===== src/rtl/core/kars_pkg.sv =====
// Shared types, codes and constants for the key auto-repeat slot bank.
package kars_pkg;

  // Default bank size and result cap for one tick
  localparam int SLOT_COUNT_DEF = 10;
  localparam int MAX_RESULTS    = 10;
  localparam int NW             = $clog2(MAX_RESULTS + 1);

  // Field widths
  localparam int POS_W   = 8;
  localparam int LAYER_W = 5;
  localparam int WORD_W  = 32;
  localparam int CNT_W   = 16;
  localparam int FUNC_W  = 2;
  localparam int CIDX_W  = 2;

  // Input function codes
  localparam logic [FUNC_W-1:0] FUNC_PRESS   = 2'd0;
  localparam logic [FUNC_W-1:0] FUNC_RELEASE = 2'd1;
  localparam logic [FUNC_W-1:0] FUNC_TICK    = 2'd2;

  // Register indexes
  localparam logic [CIDX_W-1:0] CFG_INITIAL_DELAY  = 2'd0;
  localparam logic [CIDX_W-1:0] CFG_REPEAT_DELAY   = 2'd1;
  localparam logic [CIDX_W-1:0] CFG_PRESS_DURATION = 2'd2;

  // Register reset values
  localparam logic [CNT_W-1:0] INITIAL_DELAY_RST  = 16'd500;
  localparam logic [CNT_W-1:0] REPEAT_DELAY_RST   = 16'd100;
  localparam logic [CNT_W-1:0] PRESS_DURATION_RST = 16'd20;

  // Queue depth between front and back
  localparam int QUEUE_DEPTH = 2;

  typedef enum logic [1:0] {
    KIND_PRESS   = 2'd0,
    KIND_RELEASE = 2'd1,
    KIND_TICK    = 2'd2
  } kind_t;

  typedef enum logic [1:0] {
    EV_PRESS   = 2'd0,
    EV_RELEASE = 2'd1,
    EV_NO_SLOT = 2'd2
  } ev_t;

  typedef enum logic [1:0] {
    PH_FREE = 2'd0,
    PH_INIT = 2'd1,
    PH_REP  = 2'd2,
    PH_REL  = 2'd3
  } phase_t;

  typedef enum logic [2:0] {
    ST_IDLE,
    ST_SCAN,
    ST_FREE,
    ST_TAKE,
    ST_FLUSH
  } state_t;

  typedef struct packed {
    kind_t               kind;
    logic [POS_W-1:0]    pos;
    logic [LAYER_W-1:0]  layer;
    logic [WORD_W-1:0]   word_a;
    logic [WORD_W-1:0]   word_b;
  } item_t;

  typedef struct packed {
    ev_t                 kind;
    logic [POS_W-1:0]    pos;
    logic [LAYER_W-1:0]  layer;
    logic [WORD_W-1:0]   word_a;
    logic [WORD_W-1:0]   word_b;
  } result_t;

  typedef struct packed {
    logic [CNT_W-1:0] initial_delay;
    logic [CNT_W-1:0] repeat_delay;
    logic [CNT_W-1:0] press_duration;
  } cfg_t;

endpackage


===== src/rtl/core/key_auto_repeat_slots.sv =====
// Top level of the key auto-repeat slot bank.
//
//  channel | ports                          | beat taken when
//  --------+--------------------------------+---------------------------
//  input   | in_valid/in_ready, in_*        | in_valid && in_ready
//  result  | out_valid/out_ready, out_*     | out_valid && out_ready
//  config  | cfg_we, cfg_index, cfg_data    | cfg_we
//
// Each beat passes through the back end as one pass of the scan over the slot
// bank, one slot a cycle unless the result channel stalls, plus free, take and
// flush steps. A two-entry queue lets the front accept beats during the scan.
// Reset (synchronous, active low) frees every slot and loads default delays.
// A stalled result channel holds the scan at the next slot that must emit.
module key_auto_repeat_slots import kars_pkg::*; #(
  parameter int SLOT_COUNT = SLOT_COUNT_DEF
) (
  input  logic                clk,
  input  logic                rst_n,
  input  logic                in_valid,
  output logic                in_ready,
  input  logic [FUNC_W-1:0]   in_func,
  input  logic [POS_W-1:0]    in_key_position,
  input  logic [LAYER_W-1:0]  in_key_layer,
  input  logic [WORD_W-1:0]   in_bind_word_a,
  input  logic [WORD_W-1:0]   in_bind_word_b,
  output logic                out_valid,
  input  logic                out_ready,
  output logic [1:0]          out_event_kind,
  output logic [POS_W-1:0]    out_position,
  output logic [LAYER_W-1:0]  out_layer,
  output logic [WORD_W-1:0]   out_word_a,
  output logic [WORD_W-1:0]   out_word_b,
  output logic                out_last_of_run,
  input  logic                cfg_we,
  input  logic [CIDX_W-1:0]   cfg_index,
  input  logic [CNT_W-1:0]    cfg_data
);

  cfg_t     cfg_r;
  logic     q_valid, q_pop;
  item_t    q_item;
  result_t  res;

  // Configuration registers; an index past the list is dropped
  always_ff @(posedge clk) begin
    if (!rst_n) begin
      cfg_r.initial_delay  <= INITIAL_DELAY_RST;
      cfg_r.repeat_delay   <= REPEAT_DELAY_RST;
      cfg_r.press_duration <= PRESS_DURATION_RST;
    end else if (cfg_we) begin
      unique case (cfg_index)
        CFG_INITIAL_DELAY:  cfg_r.initial_delay  <= cfg_data;
        CFG_REPEAT_DELAY:   cfg_r.repeat_delay   <= cfg_data;
        CFG_PRESS_DURATION: cfg_r.press_duration <= cfg_data;
        default: ;
      endcase
    end
  end

  kars_front u_front (
    .clk             (clk),
    .rst_n           (rst_n),
    .in_valid        (in_valid),
    .in_ready        (in_ready),
    .in_func         (in_func),
    .in_key_position (in_key_position),
    .in_key_layer    (in_key_layer),
    .in_bind_word_a  (in_bind_word_a),
    .in_bind_word_b  (in_bind_word_b),
    .q_valid         (q_valid),
    .q_item          (q_item),
    .q_pop           (q_pop)
  );

  kars_back #(.SLOT_COUNT(SLOT_COUNT)) u_back (
    .clk       (clk),
    .rst_n     (rst_n),
    .cfg       (cfg_r),
    .q_valid   (q_valid),
    .q_item    (q_item),
    .q_pop     (q_pop),
    .out_valid (out_valid),
    .out_ready (out_ready),
    .out_res   (res),
    .out_last  (out_last_of_run)
  );

  assign out_event_kind = res.kind;
  assign out_position   = res.pos;
  assign out_layer      = res.layer;
  assign out_word_a     = res.word_a;
  assign out_word_b     = res.word_b;

endmodule


===== src/rtl/core/kars_front.sv =====
// Front end: accepts input beats, classifies them and queues them for the back end.
module kars_front import kars_pkg::*; (
  input  logic                clk,
  input  logic                rst_n,
  input  logic                in_valid,
  output logic                in_ready,
  input  logic [FUNC_W-1:0]   in_func,
  input  logic [POS_W-1:0]    in_key_position,
  input  logic [LAYER_W-1:0]  in_key_layer,
  input  logic [WORD_W-1:0]   in_bind_word_a,
  input  logic [WORD_W-1:0]   in_bind_word_b,
  output logic                q_valid,
  output item_t               q_item,
  input  logic                q_pop
);

  localparam int PTR_W = $clog2(QUEUE_DEPTH);
  localparam int CNT_QW = $clog2(QUEUE_DEPTH + 1);

  item_t              mem_r [QUEUE_DEPTH];
  logic [PTR_W-1:0]   wr_ptr_r, rd_ptr_r;
  logic [CNT_QW-1:0]  count_r;
  item_t              item;
  logic               known;
  logic               push;

  // Classify the beat; unknown codes are dropped here
  always_comb begin
    item.pos    = in_key_position;
    item.layer  = in_key_layer;
    item.word_a = in_bind_word_a;
    item.word_b = in_bind_word_b;
    known       = 1'b1;
    unique case (in_func)
      FUNC_PRESS:   item.kind = KIND_PRESS;
      FUNC_RELEASE: item.kind = KIND_RELEASE;
      FUNC_TICK:    item.kind = KIND_TICK;
      default: begin
        item.kind = KIND_TICK;
        known     = 1'b0;
      end
    endcase
  end

  assign in_ready = (count_r != CNT_QW'(QUEUE_DEPTH));
  assign push     = in_valid && in_ready && known;
  assign q_valid  = (count_r != '0);
  assign q_item   = mem_r[rd_ptr_r];

  // Store queued beats
  always_ff @(posedge clk) begin
    if (push) begin
      mem_r[wr_ptr_r] <= item;
    end
  end

  // Advance pointers and fill level
  always_ff @(posedge clk) begin
    if (!rst_n) begin
      wr_ptr_r <= '0;
      rd_ptr_r <= '0;
      count_r  <= '0;
    end else begin
      if (push) begin
        wr_ptr_r <= (wr_ptr_r == PTR_W'(QUEUE_DEPTH - 1)) ? '0 : wr_ptr_r + 1'b1;
      end
      if (q_pop) begin
        rd_ptr_r <= (rd_ptr_r == PTR_W'(QUEUE_DEPTH - 1)) ? '0 : rd_ptr_r + 1'b1;
      end
      count_r <= count_r + CNT_QW'(push) - CNT_QW'(q_pop);
    end
  end

endmodule


===== src/rtl/core/kars_back.sv =====
// Back end: slot bank, scan sequencer and output register.
module kars_back import kars_pkg::*; #(
  parameter int SLOT_COUNT = SLOT_COUNT_DEF
) (
  input  logic                clk,
  input  logic                rst_n,
  input  cfg_t                cfg,
  input  logic                q_valid,
  input  item_t               q_item,
  output logic                q_pop,
  output logic                out_valid,
  input  logic                out_ready,
  output result_t             out_res,
  output logic                out_last
);

  localparam int IDXW = (SLOT_COUNT > 1) ? $clog2(SLOT_COUNT) : 1;

  // Slot bank
  phase_t              phase_r [SLOT_COUNT];
  logic [CNT_W-1:0]    cd_r    [SLOT_COUNT];
  logic [POS_W-1:0]    pos_r   [SLOT_COUNT];
  logic [LAYER_W-1:0]  layer_r [SLOT_COUNT];
  logic [WORD_W-1:0]   wa_r    [SLOT_COUNT];
  logic [WORD_W-1:0]   wb_r    [SLOT_COUNT];

  state_t            state_r, state_nxt;
  item_t             item_r;
  logic [IDXW-1:0]   idx_r, idx_nxt;
  logic              hit_v_r, hit_v_nxt, free_v_r, free_v_nxt;
  logic [IDXW-1:0]   hit_idx_r, hit_idx_nxt, free_idx_r, free_idx_nxt;
  logic [NW-1:0]     n_r;

  result_t           pend_r, out_r;
  logic              pend_v_r, out_v_r, out_last_r;

  // Slot read at the scan index
  phase_t            rd_ph;
  logic [CNT_W-1:0]  rd_cd;
  result_t           rd_res;
  logic              last_idx, hit_now, free_now, held;

  // Slot write controls
  logic              ph_we, cd_we, key_we;
  phase_t            ph_wd;
  logic [CNT_W-1:0]  cd_wd;

  // Emission controls
  logic              can_push, emit_ok, emit, flush, stall;
  result_t           emit_res;
  logic [CNT_W-1:0]  gap_init, gap_rep;

  assign rd_ph         = phase_r[idx_r];
  assign rd_cd         = cd_r[idx_r];
  assign rd_res.kind   = EV_PRESS;
  assign rd_res.pos    = pos_r[idx_r];
  assign rd_res.layer  = layer_r[idx_r];
  assign rd_res.word_a = wa_r[idx_r];
  assign rd_res.word_b = wb_r[idx_r];

  assign last_idx = (idx_r == IDXW'(SLOT_COUNT - 1));
  assign held     = (rd_ph == PH_INIT) || (rd_ph == PH_REP);
  assign hit_now  = (rd_ph != PH_FREE) && (pos_r[idx_r] == item_r.pos);
  assign free_now = (rd_ph == PH_FREE) || hit_now;

  assign can_push = !out_v_r || out_ready;
  assign emit_ok  = !pend_v_r || can_push;

  // Gap after a press, floored at zero
  assign gap_init = (cfg.initial_delay > cfg.press_duration) ?
                    cfg.initial_delay - cfg.press_duration : '0;
  assign gap_rep  = (cfg.repeat_delay > cfg.press_duration) ?
                    cfg.repeat_delay - cfg.press_duration : '0;

  // Scan bookkeeping for press and release lookups
  always_comb begin
    hit_v_nxt    = hit_v_r;
    hit_idx_nxt  = hit_idx_r;
    free_v_nxt   = free_v_r;
    free_idx_nxt = free_idx_r;
    if (state_r == ST_SCAN && item_r.kind != KIND_TICK) begin
      if (hit_now) begin
        hit_v_nxt   = 1'b1;
        hit_idx_nxt = idx_r;
      end
      if (free_now && !free_v_r && item_r.kind == KIND_PRESS) begin
        free_v_nxt   = 1'b1;
        free_idx_nxt = idx_r;
      end
    end
  end

  // Datapath actions per state
  always_comb begin
    ph_we    = 1'b0;
    cd_we    = 1'b0;
    key_we   = 1'b0;
    ph_wd    = PH_FREE;
    cd_wd    = '0;
    emit     = 1'b0;
    emit_res = rd_res;
    flush    = 1'b0;
    stall    = 1'b0;
    q_pop    = 1'b0;
    unique case (state_r)
      ST_IDLE: begin
        q_pop = q_valid;
      end
      ST_SCAN: begin
        if (item_r.kind == KIND_TICK && rd_ph != PH_FREE) begin
          if (rd_cd > CNT_W'(1)) begin
            cd_we = 1'b1;
            cd_wd = rd_cd - 1'b1;
          end else if (n_r >= NW'(MAX_RESULTS)) begin
            cd_we = 1'b1;
            cd_wd = '0;
          end else if (!emit_ok) begin
            stall = 1'b1;
          end else begin
            emit  = 1'b1;
            cd_we = 1'b1;
            ph_we = 1'b1;
            if (held) begin
              emit_res.kind = EV_RELEASE;
              cd_wd         = (rd_ph == PH_INIT) ? gap_init : gap_rep;
              ph_wd         = PH_REL;
            end else begin
              emit_res.kind = EV_PRESS;
              cd_wd         = cfg.press_duration;
              ph_wd         = PH_REP;
            end
          end
        end
      end
      ST_FREE: begin
        if (held && !emit_ok) begin
          stall = 1'b1;
        end else begin
          emit          = held;
          emit_res.kind = EV_RELEASE;
          ph_we         = 1'b1;
          ph_wd         = PH_FREE;
          cd_we         = 1'b1;
          cd_wd         = '0;
        end
      end
      ST_TAKE: begin
        emit_res.kind   = free_v_r ? EV_PRESS : EV_NO_SLOT;
        emit_res.pos    = item_r.pos;
        emit_res.layer  = item_r.layer;
        emit_res.word_a = item_r.word_a;
        emit_res.word_b = item_r.word_b;
        if (!emit_ok) begin
          stall = 1'b1;
        end else begin
          emit   = 1'b1;
          key_we = free_v_r;
          ph_we  = free_v_r;
          ph_wd  = PH_INIT;
          cd_we  = free_v_r;
          cd_wd  = cfg.press_duration;
        end
      end
      ST_FLUSH: begin
        if (pend_v_r && !can_push) begin
          stall = 1'b1;
        end else begin
          flush = pend_v_r;
        end
      end
      default: begin
        stall = 1'b1;
      end
    endcase
  end

  // Next state and scan index
  always_comb begin
    state_nxt = state_r;
    idx_nxt   = idx_r;
    unique case (state_r)
      ST_IDLE: begin
        idx_nxt = '0;
        if (q_valid) begin
          state_nxt = ST_SCAN;
        end
      end
      ST_SCAN: begin
        if (!stall) begin
          if (!last_idx) begin
            idx_nxt = idx_r + 1'b1;
          end else if (item_r.kind == KIND_TICK) begin
            state_nxt = ST_FLUSH;
          end else if (hit_v_nxt) begin
            state_nxt = ST_FREE;
            idx_nxt   = hit_idx_nxt;
          end else if (item_r.kind == KIND_PRESS) begin
            state_nxt = ST_TAKE;
            idx_nxt   = free_idx_nxt;
          end else begin
            state_nxt = ST_FLUSH;
          end
        end
      end
      ST_FREE: begin
        if (!stall) begin
          if (item_r.kind == KIND_PRESS) begin
            state_nxt = ST_TAKE;
            idx_nxt   = free_idx_r;
          end else begin
            state_nxt = ST_FLUSH;
          end
        end
      end
      ST_TAKE: begin
        if (!stall) begin
          state_nxt = ST_FLUSH;
        end
      end
      ST_FLUSH: begin
        if (!stall) begin
          state_nxt = ST_IDLE;
        end
      end
      default: begin
        state_nxt = ST_IDLE;
      end
    endcase
  end

  // Sequencer registers
  always_ff @(posedge clk) begin
    if (!rst_n) begin
      state_r  <= ST_IDLE;
      idx_r    <= '0;
      hit_v_r  <= 1'b0;
      free_v_r <= 1'b0;
      n_r      <= '0;
    end else begin
      state_r <= state_nxt;
      idx_r   <= idx_nxt;
      if (q_pop) begin
        hit_v_r  <= 1'b0;
        free_v_r <= 1'b0;
        n_r      <= '0;
      end else begin
        hit_v_r  <= hit_v_nxt;
        free_v_r <= free_v_nxt;
        if (emit) begin
          n_r <= n_r + 1'b1;
        end
      end
    end
  end

  // Hold the current beat and lookup indexes
  always_ff @(posedge clk) begin
    if (q_pop) begin
      item_r <= q_item;
    end
    hit_idx_r  <= hit_idx_nxt;
    free_idx_r <= free_idx_nxt;
  end

  // Slot phase and countdown
  always_ff @(posedge clk) begin
    if (!rst_n) begin
      for (int i = 0; i < SLOT_COUNT; i++) begin
        phase_r[i] <= PH_FREE;
        cd_r[i]    <= '0;
      end
    end else begin
      if (ph_we) begin
        phase_r[idx_r] <= ph_wd;
      end
      if (cd_we) begin
        cd_r[idx_r] <= cd_wd;
      end
    end
  end

  // Slot key data
  always_ff @(posedge clk) begin
    if (key_we) begin
      pos_r[idx_r]   <= item_r.pos;
      layer_r[idx_r] <= item_r.layer;
      wa_r[idx_r]    <= item_r.word_a;
      wb_r[idx_r]    <= item_r.word_b;
    end
  end

  // Hold one result back so the final one can be marked
  always_ff @(posedge clk) begin
    if (!rst_n) begin
      pend_v_r   <= 1'b0;
      out_v_r    <= 1'b0;
      out_last_r <= 1'b0;
    end else begin
      if (out_v_r && out_ready) begin
        out_v_r <= 1'b0;
      end
      if (emit) begin
        pend_r   <= emit_res;
        pend_v_r <= 1'b1;
        if (pend_v_r) begin
          out_r      <= pend_r;
          out_v_r    <= 1'b1;
          out_last_r <= 1'b0;
        end
      end else if (flush) begin
        pend_v_r   <= 1'b0;
        out_r      <= pend_r;
        out_v_r    <= 1'b1;
        out_last_r <= 1'b1;
      end
    end
  end

  assign out_valid = out_v_r;
  assign out_res   = out_r;
  assign out_last  = out_last_r;

endmodule

===== config.mk =====
export PLATFORM = sky130hd
export DESIGN_NAME = key_auto_repeat_slots
export DESIGN_NICKNAME = d
export VERILOG_FILES = /design/src/rtl/core/kars_pkg.sv /design/src/rtl/core/key_auto_repeat_slots.sv /design/src/rtl/core/kars_front.sv /design/src/rtl/core/kars_back.sv
export SDC_FILE = /design/constraint.sdc
export NUM_CORES = 2
export LEC_CHECK = 0
export BUFFER_PORTS_ARGS = -buffer_cell sky130_fd_sc_hd__buf_2
export CORE_MARGIN = 3
export CORE_UTILIZATION = 58
export DETAILED_ROUTE_END_ITERATION = 7
export PLACE_DENSITY_LB_ADDON = 0.08
export SLEW_MARGIN = 0
export SYNTH_ARGS = -nofsm -noshare
export SYNTH_HDL_FRONTEND = slang
export SYNTH_HIERARCHICAL = 1
export SYNTH_SLANG_ARGS = --single-unit

===== constraint.sdc =====
create_clock -name clk -period 28.7 [get_ports clk]
set_input_delay 1.435 -clock clk [delete_from_list [all_inputs] [get_ports clk]]
set_output_delay 1.435 -clock clk [all_outputs]
set_load 0.02 [all_outputs]

# --- Word-level counts from Yosys, hierarchy flattened ---
# Memory sizes are Yosys's and may differ from the RTL's. A register that Yosys moved wholly into a read port is not among the register bits.
# Index checks and enable logic that the tools add are counted.
classes:
  add_sub_neg: 9
  n_lt_le_gt_ge: 4
  eq_ne: 25
  muxes: 119
  bitwise: 1
  n_reduce_logical: 41
ops:
  columns: ["cell", "n"]
  rows:
  - ["two-way mux 79 bit", 3]
  - ["two-way mux 16 bit", 10]
  - ["two-way mux 4 bit", 25]
  - ["two-way mux 77 bit", 1]
  - ["two-way mux 1 bit", 52]
  - ["> comparator 16 bit", 2]
  - ["case mux 16 bit (2 select lines)", 1]
  - ["subtractor 16 bit", 2]
  - ["two-way mux 3 bit", 9]
  - ["two-way mux 2 bit", 9]
  - ["> comparator 16 x 1 -> 1 bit (second input constant)", 1]
  - ["OR reduction 16 bit", 1]
  - ["subtractor 16 x 1 -> 16 bit (second input constant)", 1]
  - ["case mux 3 bit (5 select lines)", 1]
  - ["inequality test 2 bit (second input constant)", 6]
  - ["case mux 4 bit (3 select lines)", 1]
  - ["AND reduction 2 bit", 6]
  - ["AND reduction 6 bit", 2]
  - ["logical AND 1 bit", 10]
  - ["case mux 1 bit (3 select lines)", 3]
  - ["adder 4 x 1 -> 4 bit (second input constant)", 2]
  - ["equality test 2 bit (second input constant)", 4]
  - ["equality test 8 bit", 1]
  - ["logical NOT 2 bit", 4]
  - ["other kinds (24)", 42]
totals:
  regBits: 234
  ramBits: 1108
  input_bits: 102
  wordCells: 232
  memories: 7
mem_list:
  columns: ["name", "words", "word_bits", "read_ports", "rd_clocked_by_memory_dff", "write_ports", "line", "text"]
  rows:
  - ["u_back.wa_r", 10, 32, 1, 1, 1, "kars_back.sv:24", "logic [WORD_W-1:0] wa_r [SLOT_COUNT];"]
  - ["u_back.wb_r", 10, 32, 1, 1, 1, "kars_back.sv:25", "logic [WORD_W-1:0] wb_r [SLOT_COUNT];"]
  - ["u_back.cd_r", 10, 16, 1, 1, 10, "kars_back.sv:21", "logic [CNT_W-1:0] cd_r [SLOT_COUNT];"]
  - ["u_front.mem_r", 2, 79, 1, 1, 1, "kars_front.sv:20", "item_t mem_r [QUEUE_DEPTH];"]
  - ["u_back.pos_r", 10, 8, 1, 1, 1, "kars_back.sv:22", "logic [POS_W-1:0] pos_r [SLOT_COUNT];"]
  - ["u_back.layer_r", 10, 5, 1, 1, 1, "kars_back.sv:23", "logic [LAYER_W-1:0] layer_r [SLOT_COUNT];"]
  - ["1 more memories", null, null, null, null, null, null, null]

# --- Depth between registers and ports, before layout ---
logic_depth:
  depth_word: 15
  mapped_depth: 23
  mapped_depth_nobuf: 14

# --- Cells and area by module ---
# The synthesis kept the hierarchy.
by_module_without_submodules:
  columns: ["mod", "instances", "cells_each", "area_each_um2"]
  rows:
  - ["kars_back", 1, 3050, 53814.1]
  - ["kars_front", 1, 276, 5995.8]
  - ["key_auto_repeat_slots", 1, 181, 1895.6]

# --- Worst setup path after synthesis ---
# Ideal clock, no wire load.
synth_timing:
  path_kind: "reg2reg"
  startpoint: "register (tool-made name)"
  endpoint: "register u_back/pend_r[0] in the netlist's numbering (enable)"
  setup_time_ns: 0.613
  arrival_ns: 8.920
  t_required_ns: 28.087
  slack_ns: 19.167
  stages_incl_launch_ff: 18
  n_path_buf: 6
  synth_period_minus_slack_ns: 9.533
  cell_sequence: "dfxtp_1 > buf_6 > buf_6 > buf_6 > buf_6 > buf_4 > mux4_2 > mux2i_1 > nand2_1 > o21ai_0 > ha_1 > nor2_1 > or4b_2 > a211oi_1 > and4_1 > buf_4 > a21boi_2 > nor3_1"
synth_rtl:
  columns: ["element", "line", "text"]
  rows:
  - ["end signal: assignment", "kars_back.sv:303", "pend_r <= emit_res;"]
  - ["end: declaration", "kars_back.sv:34", "result_t pend_r, out_r;"]

==> impl_metrics.py <==
metrics = {
    "timing": {
        "maxSlewViolCount": 0,
        "finalCritPeriodShare": 0.259,
        "rsz0062_at_grt": "false",
        "max_freq_mhz": 134,
        "setup_ws_ns": 21.26,
        "hold_viol_final": 0,
        "min_period_ns": 7.44,
        "worstMarginPinSlew_ns": 1.27,
        "tns_ns": 0,
        "setup_viol": 0,
        "fin_worst_skew_ns": 0.0158,
        "slew_headroom": 0.154,
    },
    "place": {
        "dp_hpwl_um": 81600,
        "dp.cells": 4960,
        "place_area_um2": 64000,
        "portBuffers": 183,
        "place_ws_ns": 21.33,
        "place_congestion": 0.927,
    },
    "floorplanning": {
        "die_h_um": 332,
        "fp.dieW_um": 332,
        "fp.dieArea_um2": 110000,
        "core_area_um2": 105000,
        "rows": 119,
        "initial_core_util": 0.585,
        "ios": 184,
    },
    "clocking": {
        "cts-buffers-inserted": 156,
        "insertion_delay_ns": 0.75,
        "h-tree-depth": 4,
        "postCtsSetupRepairBufs": 0,
        "clk_pin_slew_ns": 0.06,
        "cts.sinks": 1534,
        "clk_path_buf_depth": 3,
        "root_buffer": "clkbuf_16",
        "cts_tree": "built",
        "hold_buffers": 0,
        "cts_resized": 0,
    },
    "min_path": {
        "hold_class": "reg2reg",
    },
    "finish": {
        "areaGrowthSynthToFinish_pct": 11.5,
        "fin_cells": 5240,
        "fin_util": 0.653,
        "multiInputGateArea_um2": 15400,
        "n_antenna_cell": 0,
        "drive_gt1_frac": 0.235,
        "regArea_um2": 45300,
        "fin_area_um2": 68800,
        "nets": 3874,
        "fill_cells": 7176,
    },
    "synthesis": {
        "ys_seq_elements": 1534,
        "avgSynthCellArea_um2": 17.6,
        "syn_area_um2": 61700,
        "ys_warn_count": 6,
        "synth-main-ff-cell": "edfxtp_1",
        "ys_async_sr_fraction": 0,
        "synth-seq-area-share": 0.733,
        "synth_edf_count": 1453,
        "synthesis.nets": 3654,
        "netlist_instances": 3507,
        "ys_types": 88,
    },
    "power_and_ir_drop": {
        "p_sw_mw": 1.57,
        "p_comb_frac": 0.174,
        "p_clk_frac": 0.327,
        "internal_power_mw": 4.30,
        "peakVddDrop_v": 0.0000664,
        "power_leakage_nw": 22.1,
        "p_sw_frac": 0.268,
        "power_density_nw_per_um2": 85.3,
        "p_seq_frac": 0.499,
    },
    "status": {
        "status": "completed",
    },
    "routing": {
        "via_per_inst": 6.17,
        "firstDrtPassIters": 6,
        "wl_per_cell_um": 27.0,
        "wl_met1_um": 57100,
        "antenna_left": 0,
        "vias": 32309,
        "drc": 0,
        "topRoutingLayerUsed": "met5",
        "wl_met3_um": 10400,
        "drtIter0Drc": 3051,
        "drt_wl_total_um": 142000,
        "wl_met2_um": 70400,
    },
    "grt": {
        "grt_pass1_wl_um": 213000,
        "grt_max_degree": 147,
        "grt_pass1_vias": 33535,
        "grt.overflow.total": 0,
        "track_usage": 0.260,
        "antenna_found_initial": 2,
    },
    "setup_path": {
        "path_class": "reg2reg",
        "cp-end-kind": "flop",
        "cp_max_fo": 59,
        "cp-start-kind": "flop",
        "arrival_ns": 7.80,
        "worst_ep_required_time_ns": 29.07,
    },
    "job": {
        "maxCapViolCount": 0,
    },
}
## worst max-delay path: stages (launching register included)
cell,delay [ns]
dfxtp_4,0.87
buf_4,0.78
mux4_2,0.43
mux2_2,0.33
o21ai_0,0.25
ha_1,0.35
nor2_1,0.09
or4b_2,0.67
a211oi_1,0.26
and4_1,0.61
a21boi_2,0.17
nor2_4,0.22
nand2_1,0.15
a21oi_4,0.82
buf_4,0.91
## path summary, 6_finish.rpt
check	from	end	slack (ns)	depth (start not counted)
setup / recovery	flop	u_back/out_res[32]	21.26	14
hold / removal	u_back/pend_r[13]	u_back/out_res[13]	0.42	0
setup reg to reg	flop	u_back/out_res[32]	21.26	14
hold reg to reg	u_back/pend_r[13]	u_back/out_res[13]	0.42	0
## registers in the layout, summed over array words and instances, names as in the netlist, 2 cells and up, named ones only
signal	cells
u_back/n_r	4
u_back/wa_r	320
u_back/idx_r	4
u_back/hit_idx_r	4
u_back/out_res	79
u_back/phase_r	32
u_back/free_idx_r	4
u_back/item_r	79
u_front/mem_r	158
u_back/pos_r	80
u_back/wb_r	320
cfg_r	48
u_front/count_r	2
u_back/cd_r	256
u_back/state_r	3
u_back/layer_r	50
u_back/pend_r	79
## logic make-up (layout without fill, tap and decap cells)
| family | count (synthesis) | after routing | synth area share |
|---|---|---|---|
| flip-flops | 1534 | 1534 | 0.733 |
| AND/OR/NAND/NOR | 697 | 697 | 0.0505 |
| multiplexers | 547 | 547 | 0.139 |
| AO/OA/AOI/OAI | 414 | 414 | 0.0427 |
| buffers and inverters | 219 | 561 | 0.0182 |
| XOR/XNOR | 51 | 51 | 0.00724 |
| adder cells (fa/ha/maj) | 45 | 45 | 0.00937 |
## area by class of cell
cell class	instances	area share
sequential	1534	0.658
clock inverter	78	0.00987
inverter	47	0.00260
timing repair buffer	234	0.0192
multi-input combinational	1754	0.224
clock buffer	202	0.0606
tap	1391	0.0253
## cell usage in the layout (no fill, tap or decap), drive strengths merged, types with 6 or more instances in the layout
| master | n |
|---|---|
| a22o | 8 |
| a21oi | 58 |
| nand4 | 13 |
| nor2b | 39 |
| a221oi | 16 |
| o21a | 8 |
| buf | 234 |
| edfxtp | 1453 |
| nand3 | 23 |
| nand3b | 9 |
| clkinv | 62 |
| and3 | 11 |
| or2 | 7 |
| nor3 | 31 |
| bufinv | 11 |
| mux2 | 167 |
| a22oi | 11 |
| nand2 | 263 |
| ha | 43 |
| nor3b | 6 |
| clkbuf | 202 |
| mux4 | 226 |
| a211oi | 11 |
| a21o | 13 |
| xor2 | 15 |
| xnor2 | 36 |
| a31oi | 13 |
| or3 | 11 |
| dfxtp | 81 |
| o211ai | 8 |
| nor2 | 246 |
| o21ai | 217 |
| mux2i | 154 |
| and2 | 18 |
| inv | 51 |
## per-layer routing
layer,up-vias,track usage
met4,2,0.0789
met2,1231,0.427
met1,16657,0.356
met5,-,0
li1,14197,-
met3,222,0.0527
## cell usage after synthesis, types with 12 or more instances
| cell type | n | area share |
|---|---|---|
| edfxtp_1 | 1453 | 0.71 |
| nand2_1 | 262 | 0.016 |
| nor2_1 | 244 | 0.015 |
| mux4_2 | 226 | 0.082 |
| o21ai_0 | 214 | 0.017 |
| mux2_2 | 157 | 0.029 |
| mux2i_1 | 154 | 0.025 |
| dfxtp_1 | 81 | 0.026 |
| clkbuf_1 | 79 | 0.0048 |
| a21oi_1 | 52 | 0.0042 |
| buf_2 | 51 | 0.0041 |
| inv_1 | 45 | 0.0027 |
| ha_1 | 43 | 0.0087 |
| nor2b_1 | 38 | 0.0039 |
| xnor2_1 | 36 | 0.0051 |
| nor3_1 | 31 | 0.0025 |
| nand3_1 | 23 | 0.0019 |
| buf_6 | 21 | 0.0038 |
| and2_1 | 18 | 0.0018 |
| a221oi_1 | 16 | 0.0023 |
| xor2_1 | 15 | 0.0021 |
| a21o_1 | 13 | 0.0016 |
| a31oi_1 | 12 | 0.0012 |
| nand4_1 | 12 | 0.0012 |
## power groups by stage
stage	logic, mW	clock network [mW]	registers (mW)
floorplan	0.801	0	2.87
global route	1.10	2.05	2.96
detailed placement	1.02	0	2.98
finish	1.02	1.92	2.93
global placement	1.00	0	2.96
CTS	1.02	1.96	2.94
## per-stage QoR
step	total power [mW]	hold WS [ns]
2_1_floorplan	3.67	0.400
3_3_place_gp	3.97	0.403
3_5_place_dp	4.00	0.405
4_1_cts	5.92	0.417
5_1_grt	6.12	0.421
6_report	5.87	0.416
Power figures use the tool's default switching activity.
